[src/design/atan2qa_pkg.sv]
package atan2qa_pkg;

    localparam int COORD_W = 16;
    localparam int ANGLE_W = 16;
    // quotient bits out of the divider, one extra bit below the angle LSB for rounding
    localparam int FRAC_W  = ANGLE_W - 1;
    // |x|*|y| reaches 2^(2*COORD_W-2)
    localparam int PROD_W  = 2 * COORD_W - 1;
    localparam int NUM_W   = PROD_W + 1;
    localparam int DEN_W   = PROD_W + 2;
    localparam int B_W     = 16;

    // 0.596227 in Q0.16, rounded to nearest
    localparam logic [B_W-1:0] B_Q16 = 16'd39074;

    typedef struct packed {
        logic signed [COORD_W-1:0] x_coord;
        logic signed [COORD_W-1:0] y_coord;
    } t_in;

    typedef struct packed {
        logic [ANGLE_W-1:0] angle;
        logic               zero_vector;
    } t_out;

    // per-word control that rides along the pipeline
    typedef struct packed {
        logic valid;
        logic x_neg;
        logic y_neg;
        logic zero;
    } t_tag;

endpackage

[src/design/atan2_quadrant_approx.sv]
// Approximate atan2, fully pipelined: one word accepted every clock, busy is always low.
// The path has 21 register stages: 5 stages of magnitude, multiply and add,
// 15 restoring-divide stages (one quotient bit each), and one output stage for
// rounding and quadrant fixup.
// Synchronous active-low reset clears the valid bits only; data registers are not reset.
// The receiver cannot stall; each result shows for exactly one cycle.
module atan2_quadrant_approx
    import atan2qa_pkg::*;
(
    input  logic i_clk,
    input  logic i_rst_n,
    input  logic start,
    output logic busy,
    input  t_in  i_data,
    output logic o_valid,
    output t_out o_result
);

    // ---------------- stage 1: magnitudes and signs
    t_tag               r_tag1;
    logic [COORD_W-1:0] r_ax1, r_ay1;
    logic [COORD_W-1:0] n_ax1, n_ay1;
    t_tag               n_tag1;

    assign busy = 1'b0;

    always_comb begin
        n_tag1.valid = start;
        n_tag1.x_neg = i_data.x_coord[COORD_W-1];
        n_tag1.y_neg = i_data.y_coord[COORD_W-1];
        n_tag1.zero  = (i_data.x_coord == '0) && (i_data.y_coord == '0);
        n_ax1 = n_tag1.x_neg ? (~i_data.x_coord + 1'b1) : i_data.x_coord;
        n_ay1 = n_tag1.y_neg ? (~i_data.y_coord + 1'b1) : i_data.y_coord;
    end

    // ---------------- stage 2: products
    t_tag              r_tag2;
    logic [PROD_W-1:0] r_pxy2, r_axx2, r_ayy2;

    // ---------------- stage 3: b*|x*y|
    t_tag                  r_tag3;
    logic [PROD_W-1:0]     r_bxy3, r_axx3, r_ayy3;
    logic [PROD_W+B_W-1:0] n_bprod;

    assign n_bprod = r_pxy2 * B_Q16;

    // ---------------- stage 4: numerator and partial denominator
    t_tag             r_tag4;
    logic [NUM_W-1:0] r_num4;
    logic [NUM_W-1:0] r_part4;

    // ---------------- stage 5: denominator
    t_tag             r_tag5;
    logic [NUM_W-1:0] r_num5;
    logic [DEN_W-1:0] r_den5;

    always_ff @(posedge i_clk) begin
        if (!i_rst_n) begin
            r_tag1.valid <= 1'b0;
            r_tag2.valid <= 1'b0;
            r_tag3.valid <= 1'b0;
            r_tag4.valid <= 1'b0;
            r_tag5.valid <= 1'b0;
        end else begin
            r_tag1.valid <= n_tag1.valid;
            r_tag2.valid <= r_tag1.valid;
            r_tag3.valid <= r_tag2.valid;
            r_tag4.valid <= r_tag3.valid;
            r_tag5.valid <= r_tag4.valid;
        end
        r_tag1.x_neg <= n_tag1.x_neg;
        r_tag1.y_neg <= n_tag1.y_neg;
        r_tag1.zero  <= n_tag1.zero;
        r_ax1 <= n_ax1;
        r_ay1 <= n_ay1;

        r_tag2.x_neg <= r_tag1.x_neg;
        r_tag2.y_neg <= r_tag1.y_neg;
        r_tag2.zero  <= r_tag1.zero;
        r_pxy2 <= PROD_W'(r_ax1 * r_ay1);
        r_axx2 <= PROD_W'(r_ax1 * r_ax1);
        r_ayy2 <= PROD_W'(r_ay1 * r_ay1);

        r_tag3.x_neg <= r_tag2.x_neg;
        r_tag3.y_neg <= r_tag2.y_neg;
        r_tag3.zero  <= r_tag2.zero;
        r_bxy3 <= n_bprod[PROD_W+B_W-1:B_W];
        r_axx3 <= r_axx2;
        r_ayy3 <= r_ayy2;

        r_tag4.x_neg <= r_tag3.x_neg;
        r_tag4.y_neg <= r_tag3.y_neg;
        r_tag4.zero  <= r_tag3.zero;
        r_num4  <= {1'b0, r_bxy3} + {1'b0, r_ayy3};
        r_part4 <= {1'b0, r_axx3} + {1'b0, r_bxy3};

        r_tag5.x_neg <= r_tag4.x_neg;
        r_tag5.y_neg <= r_tag4.y_neg;
        r_tag5.zero  <= r_tag4.zero;
        r_num5 <= r_num4;
        r_den5 <= {1'b0, r_part4} + {1'b0, r_num4};
    end

    // ---------------- divider: one quotient bit per stage
    // Doubling remainder form; when num equals den (x = 0) every bit comes out 1,
    // which rounds to exactly one quarter turn.
    t_tag              r_dtag [FRAC_W+1];
    logic [DEN_W-1:0]  r_rem  [FRAC_W+1];
    logic [DEN_W-1:0]  r_den  [FRAC_W+1];
    logic [FRAC_W-1:0] r_q    [FRAC_W+1];

    always_comb begin
        r_dtag[0] = r_tag5;
        r_rem[0]  = {1'b0, r_num5};
        r_den[0]  = r_den5;
        r_q[0]    = '0;
    end

    for (genvar k = 0; k < FRAC_W; k++) begin : g_div
        logic [DEN_W:0] n_rem2;
        logic [DEN_W:0] n_diff;
        logic           n_bit;

        always_comb begin
            n_rem2 = {r_rem[k], 1'b0};
            n_diff = n_rem2 - {1'b0, r_den[k]};
            n_bit  = (n_rem2 >= {1'b0, r_den[k]});
        end

        always_ff @(posedge i_clk) begin
            if (!i_rst_n) begin
                r_dtag[k+1].valid <= 1'b0;
            end else begin
                r_dtag[k+1].valid <= r_dtag[k].valid;
            end
            r_dtag[k+1].x_neg <= r_dtag[k].x_neg;
            r_dtag[k+1].y_neg <= r_dtag[k].y_neg;
            r_dtag[k+1].zero  <= r_dtag[k].zero;
            r_den[k+1] <= r_den[k];
            r_rem[k+1] <= n_bit ? n_diff[DEN_W-1:0] : n_rem2[DEN_W-1:0];
            r_q[k+1]   <= {r_q[k][FRAC_W-2:0], n_bit};
        end
    end

    // ---------------- output stage: round, place in quadrant
    t_tag               n_ftag;
    logic [ANGLE_W-1:0] n_r;
    logic [ANGLE_W-1:0] n_base;
    logic [ANGLE_W-1:0] n_angle;
    logic               r_valid;
    t_out               r_result;

    always_comb begin
        n_ftag = r_dtag[FRAC_W];
        // round to nearest, ties up; result lies in [0, quarter]
        n_r    = ANGLE_W'(({1'b0, r_q[FRAC_W]} + 1'b1) >> 1);
        n_base = n_ftag.x_neg ? {1'b1, {(ANGLE_W-1){1'b0}}} : '0;
        if (n_ftag.zero) begin
            n_angle = '0;
        end else if (n_ftag.x_neg != n_ftag.y_neg) begin
            n_angle = n_base - n_r;
        end else begin
            n_angle = n_base + n_r;
        end
    end

    always_ff @(posedge i_clk) begin
        if (!i_rst_n) begin
            r_valid <= 1'b0;
        end else begin
            r_valid <= n_ftag.valid;
        end
        r_result.angle       <= n_angle;
        r_result.zero_vector <= n_ftag.zero;
    end

    assign o_valid  = r_valid;
    assign o_result = r_result;

endmodule

[config.mk]
export PLATFORM = sky130hd
export DESIGN_NAME = atan2_quadrant_approx
export DESIGN_NICKNAME = d
export VERILOG_FILES = /design/src/design/atan2qa_pkg.sv /design/src/design/atan2_quadrant_approx.sv
export SDC_FILE = /design/constraint.sdc
export NUM_CORES = 2
export LEC_CHECK = 0
export BUFFER_PORTS_ARGS = -buffer_cell sky130_fd_sc_hd__buf_2
export CAP_MARGIN = 20
export CORE_UTILIZATION = 52
export CTS_CLUSTER_DIAMETER = 120
export DETAILED_ROUTE_END_ITERATION = 7
export GPL_TIMING_DRIVEN = 0
export PLACE_DENSITY = 0.76
export SETUP_SLACK_MARGIN = 0.4
export SLEW_MARGIN = 10
export SYNTH_ARGS = -nofsm -noshare
export SYNTH_HDL_FRONTEND = slang
export SYNTH_SLANG_ARGS = --single-unit
[constraint.sdc]
create_clock -name i_clk -period 13.8 [get_ports i_clk]
set_input_delay 0.69 -clock i_clk [delete_from_list [all_inputs] [get_ports i_clk]]
set_output_delay 0.69 -clock i_clk [all_outputs]
set_load 0.02 [all_outputs]
==> impl_metrics.prom <==
# TYPE chip_impl_metric gauge
chip_impl_metric{name="globalRouteOverflowTotal",unit=""} 0
chip_impl_metric{name="sequential_cell_area",unit="sq um"} 29700
chip_impl_info{name="dr.max_layer_used",value="met5"} 1
chip_impl_metric{name="layout.filler_cells",unit=""} 15400
chip_impl_metric{name="synth.distinct_cells",unit=""} 82
chip_impl_info{name="top_reg_cell_synth",value="sky130_fd_sc_hd__dfxtp_1"} 1
chip_impl_info{name="layout_commonest_cell",value="sky130_fd_sc_hd__inv_1"} 1
chip_impl_metric{name="final_nets",unit=""} 12100
chip_impl_metric{name="max_cap_violations",unit=""} 0
chip_impl_metric{name="dr_wl_met2",unit="um"} 113000
chip_impl_metric{name="reg2reg_setup_slack",unit="ns"} 4.76
chip_impl_metric{name="clkSlewWorstSetupHoldPaths",unit="ns"} 0.07
chip_impl_metric{name="first_global_vias",unit=""} 70600
chip_impl_metric{name="clock_tree.htree_level_count",unit=""} 4
chip_impl_metric{name="die_w",unit="um"} 428
chip_impl_info{name="cts_tree",value="built"} 1
chip_impl_metric{name="post_synth_instance_area",unit="sq um"} 94300
chip_impl_metric{name="post_route_cells_drive_above_1_share",unit="%"} 6.02
chip_impl_metric{name="route.layer.met1.wl",unit="um"} 102000
chip_impl_metric{name="dr_wl_met3",unit="um"} 16700
chip_impl_metric{name="grt_pass1_wl",unit="um"} 380000
chip_impl_info{name="hold_path_startpoint",value="i_data[14]"} 1
chip_impl_metric{name="io_pins",unit=""} 54
chip_impl_info{name="rsz_0062_raised_after_global_routing",value="no"} 1
chip_impl_metric{name="detailedRoute.firstPassIterationCount",unit=""} 6
chip_impl_metric{name="syn_area_per_cell",unit="sq um"} 9.36
chip_impl_metric{name="min_period_over_period",unit="%"} 65.5
chip_impl_metric{name="vias_per_cell",unit=""} 5.53
chip_impl_info{name="worst_hold_path_type",value="input pin to flip-flop"} 1
chip_impl_info{name="clk_root_buffer_cell",value="sky130_fd_sc_hd__clkbuf_16"} 1
chip_impl_metric{name="postSynthRegisterBits",unit=""} 1485
chip_impl_metric{name="setup_viol_count_final",unit=""} 0
chip_impl_metric{name="max_clock_freq",unit="MHz"} 111
chip_impl_metric{name="cp.required",unit="ns"} 14.42
chip_impl_metric{name="synth_enable_flop_cells",unit=""} 0
chip_impl_metric{name="grt.total_usage",unit="%"} 26.1
chip_impl_metric{name="routed_wire_length_per_instance",unit="um"} 18.9
chip_impl_metric{name="syn_nets",unit=""} 11900
chip_impl_metric{name="setup_tns",unit="ns"} 0
chip_impl_metric{name="port-buffer-count",unit=""} 52
chip_impl_metric{name="core_region_area",unit="sq um"} 179000
chip_impl_info{name="worstSetupEndpointType",value="flip-flop"} 1
chip_impl_metric{name="clock_sink_count",unit=""} 1485
chip_impl_info{name="mostFrequentLayoutCells",value="1597 x sky130_fd_sc_hd__inv_1, 1485 x sky130_fd_sc_hd__dfxtp_1, 1104 x sky130_fd_sc_hd__ha_1"} 1
chip_impl_metric{name="synth_warnings",unit=""} 0
chip_impl_info{name="worst_setup_path_startpoint",value="r_ax1[7]"} 1
chip_impl_metric{name="seq_area_frac_synth",unit="%"} 31.5
chip_impl_info{name="critical-path-slowest-cell",value="sky130_fd_sc_hd__clkbuf_1"} 1
chip_impl_metric{name="min_period",unit="ns"} 9.04
chip_impl_metric{name="syn_to_final_growth",unit="%"} 9.43
chip_impl_metric{name="worst-slew-pin-transition",unit="ns"} 1.12
chip_impl_metric{name="layoutNonFillerInstCount",unit=""} 12800
chip_impl_metric{name="worst_clock_skew",unit="ns"} 0.0460
chip_impl_metric{name="timing_max_transition_violations_final",unit=""} 0
chip_impl_metric{name="gp_congestion",unit=""} 0.961
chip_impl_metric{name="critical_path_peak_fanout",unit=""} 10
chip_impl_metric{name="route.detailed.drc",unit=""} 0
chip_impl_metric{name="die-area",unit="sq um"} 183000
chip_impl_info{name="worst_path_dominant_cell_family",value="adder cells"} 1
chip_impl_info{name="run_status",value="complete, no violations"} 1
chip_impl_metric{name="num_vias",unit=""} 70800
chip_impl_metric{name="initialDrtViolationCount",unit=""} 5056
chip_impl_metric{name="rows",unit=""} 155
chip_impl_metric{name="cts_buffer_depth",unit=""} 3
chip_impl_metric{name="postRouteAntennaNets",unit=""} 0
chip_impl_metric{name="relSlewSlack",unit="%"} 24.5
chip_impl_metric{name="multi_input_combinational_cell_area",unit="sq um"} 57700
chip_impl_metric{name="synthArstFlopShare",unit="%"} 0
chip_impl_metric{name="grt_start_max_net_pins",unit=""} 17
chip_impl_info{name="startpoint_type",value="flip-flop"} 1
chip_impl_metric{name="dp.final_hpwl",unit="um"} 194000
chip_impl_metric{name="number_of_endpoints_with_negative_hold_slack_in_the_final_report",unit=""} 0
chip_impl_info{name="crit-reg2reg-launch",value="r_ax1[7]"} 1
chip_impl_metric{name="number_of_antenna_violations_at_the_first_check_in_global_routing",unit=""} 16
chip_impl_metric{name="cts_inserted_buffers",unit=""} 156
chip_impl_metric{name="start_util",unit="%"} 52.6
chip_impl_metric{name="path_buf_inv",unit=""} 7
chip_impl_info{name="crit_type",value="flip-flop to flip-flop"} 1
chip_impl_metric{name="post_synth_inst_count",unit=""} 10100
chip_impl_metric{name="worst_path_largest_cell_delay",unit="ns"} 0.77
chip_impl_metric{name="worst_ep_arrival_time",unit="ns"} 9.66
chip_impl_metric{name="placed_cells_incl_taps",unit=""} 12500
chip_impl_metric{name="post_detailed_routing_wire_length",unit="um"} 242000
chip_impl_metric{name="clk-insertion-delay-late",unit="ns"} 0.83
chip_impl_metric{name="die_height",unit="um"} 428
-- repair_timing --
action / in CTS / in global routing
hold buffers: 4 / 0
hold endpoints to repair: 4 / 0
gates resized for setup: 0 / 0
buffers inserted: 0 / 0
-- sequential cells by signal, summed over array words and instances, names as in the netlist, 16 cells and up --
signal	cells
g_div.n_rem2	462
o_result	17
r_ax1	16
r_axx2	30
r_axx3	30
r_ay1	16
r_ayy2	30
r_ayy3	30
r_bxy3	31
r_den	462
r_den5	33
r_dtag	60
r_num4	32
r_num5	32
r_part4	32
r_pxy2	31
r_q	120
-- Yosys cell counts (54+ instances only) --
cell	n	area, sq um
sky130_fd_sc_hd__nor2b_1	107	669
sky130_fd_sc_hd__o21bai_1	85	638
sky130_fd_sc_hd__nand4_1	74	463
sky130_fd_sc_hd__o31ai_1	54	405
sky130_fd_sc_hd__nor2_1	470	1760
sky130_fd_sc_hd__clkbuf_1	198	743
sky130_fd_sc_hd__and3_1	61	382
sky130_fd_sc_hd__xor2_1	205	1800
sky130_fd_sc_hd__dfxtp_1	1485	29700
sky130_fd_sc_hd__o21ai_0	486	2430
sky130_fd_sc_hd__fa_1	635	12700
sky130_fd_sc_hd__nand3_1	123	616
sky130_fd_sc_hd__inv_1	1597	5990
sky130_fd_sc_hd__a211oi_1	54	405
sky130_fd_sc_hd__xnor2_1	436	3820
sky130_fd_sc_hd__nand2b_1	113	707
sky130_fd_sc_hd__o21a_1	85	638
sky130_fd_sc_hd__ha_1	1104	13800
sky130_fd_sc_hd__a31oi_1	54	338
sky130_fd_sc_hd__nand2_1	730	2740
sky130_fd_sc_hd__nor3_1	122	611
sky130_fd_sc_hd__and2_1	250	1560
sky130_fd_sc_hd__mux2_2	190	2140
sky130_fd_sc_hd__a21oi_1	562	2810
sky130_fd_sc_hd__a21o_1	301	2260
-- final timing paths --
path,depth (start not counted),endpoint
max,25,r_axx2[30]
min,2,r_ay1[14]
max reg2reg,25,r_axx2[30]
min reg2reg,0,r_q[49]
-- area by class of cell --
cell class                 count  area share [%]
sequential                  1485            28.8
clock inverter                90            1.18
timing repair buffer          61           0.320
antenna                        6          0.0145
tap                         2355            2.85
buffer                       227           0.867
multi-input combinational   6768            55.9
clock buffer                 198            4.25
inverter                    1602            5.82
-- per-stage QoR --
stage / utilization, % / hold slack, ns / worst slack [ns] / area, sq um
floorplan: - / 0.310 / 7.27 / 94300
global placement: 54.4 / 0.310 / 5.03 / 97500
detailed placement: 54.4 / 0.312 / 5.03 / 97600
CTS: 57.5 / 0.0133 / 4.94 / 103000
global route: 57.5 / 0.0447 / 4.56 / 103000
finish: 57.6 / 0.0718 / 4.76 / 103000
-- routing by layer --
layer / GRT usage, % / vias to the layer above
met5: 0 / -
met3: 4.42 / 571
met4: 10.8 / 10
met1: 33.4 / 34100
met2: 43.6 / 2300
li1: - / 33800
-- cell families after synthesis --
kind of cell | count (synthesis) | share of synthesized area (%)
AND/OR/NAND/NOR | 2194 | 11.2
AO/OA/AOI/OAI | 1960 | 13.1
buffers and inverters | 1829 | 7.32
adder cells (fa/ha/maj) | 1739 | 28.1
flip-flops | 1485 | 31.5
XOR/XNOR | 641 | 5.95
multiplexers | 233 | 2.86
other | 1 | 0.00397
Power is left out: the tool's default activity adds up to more than one toggle a clock period on the data nets, which glitch-free logic cannot reach.
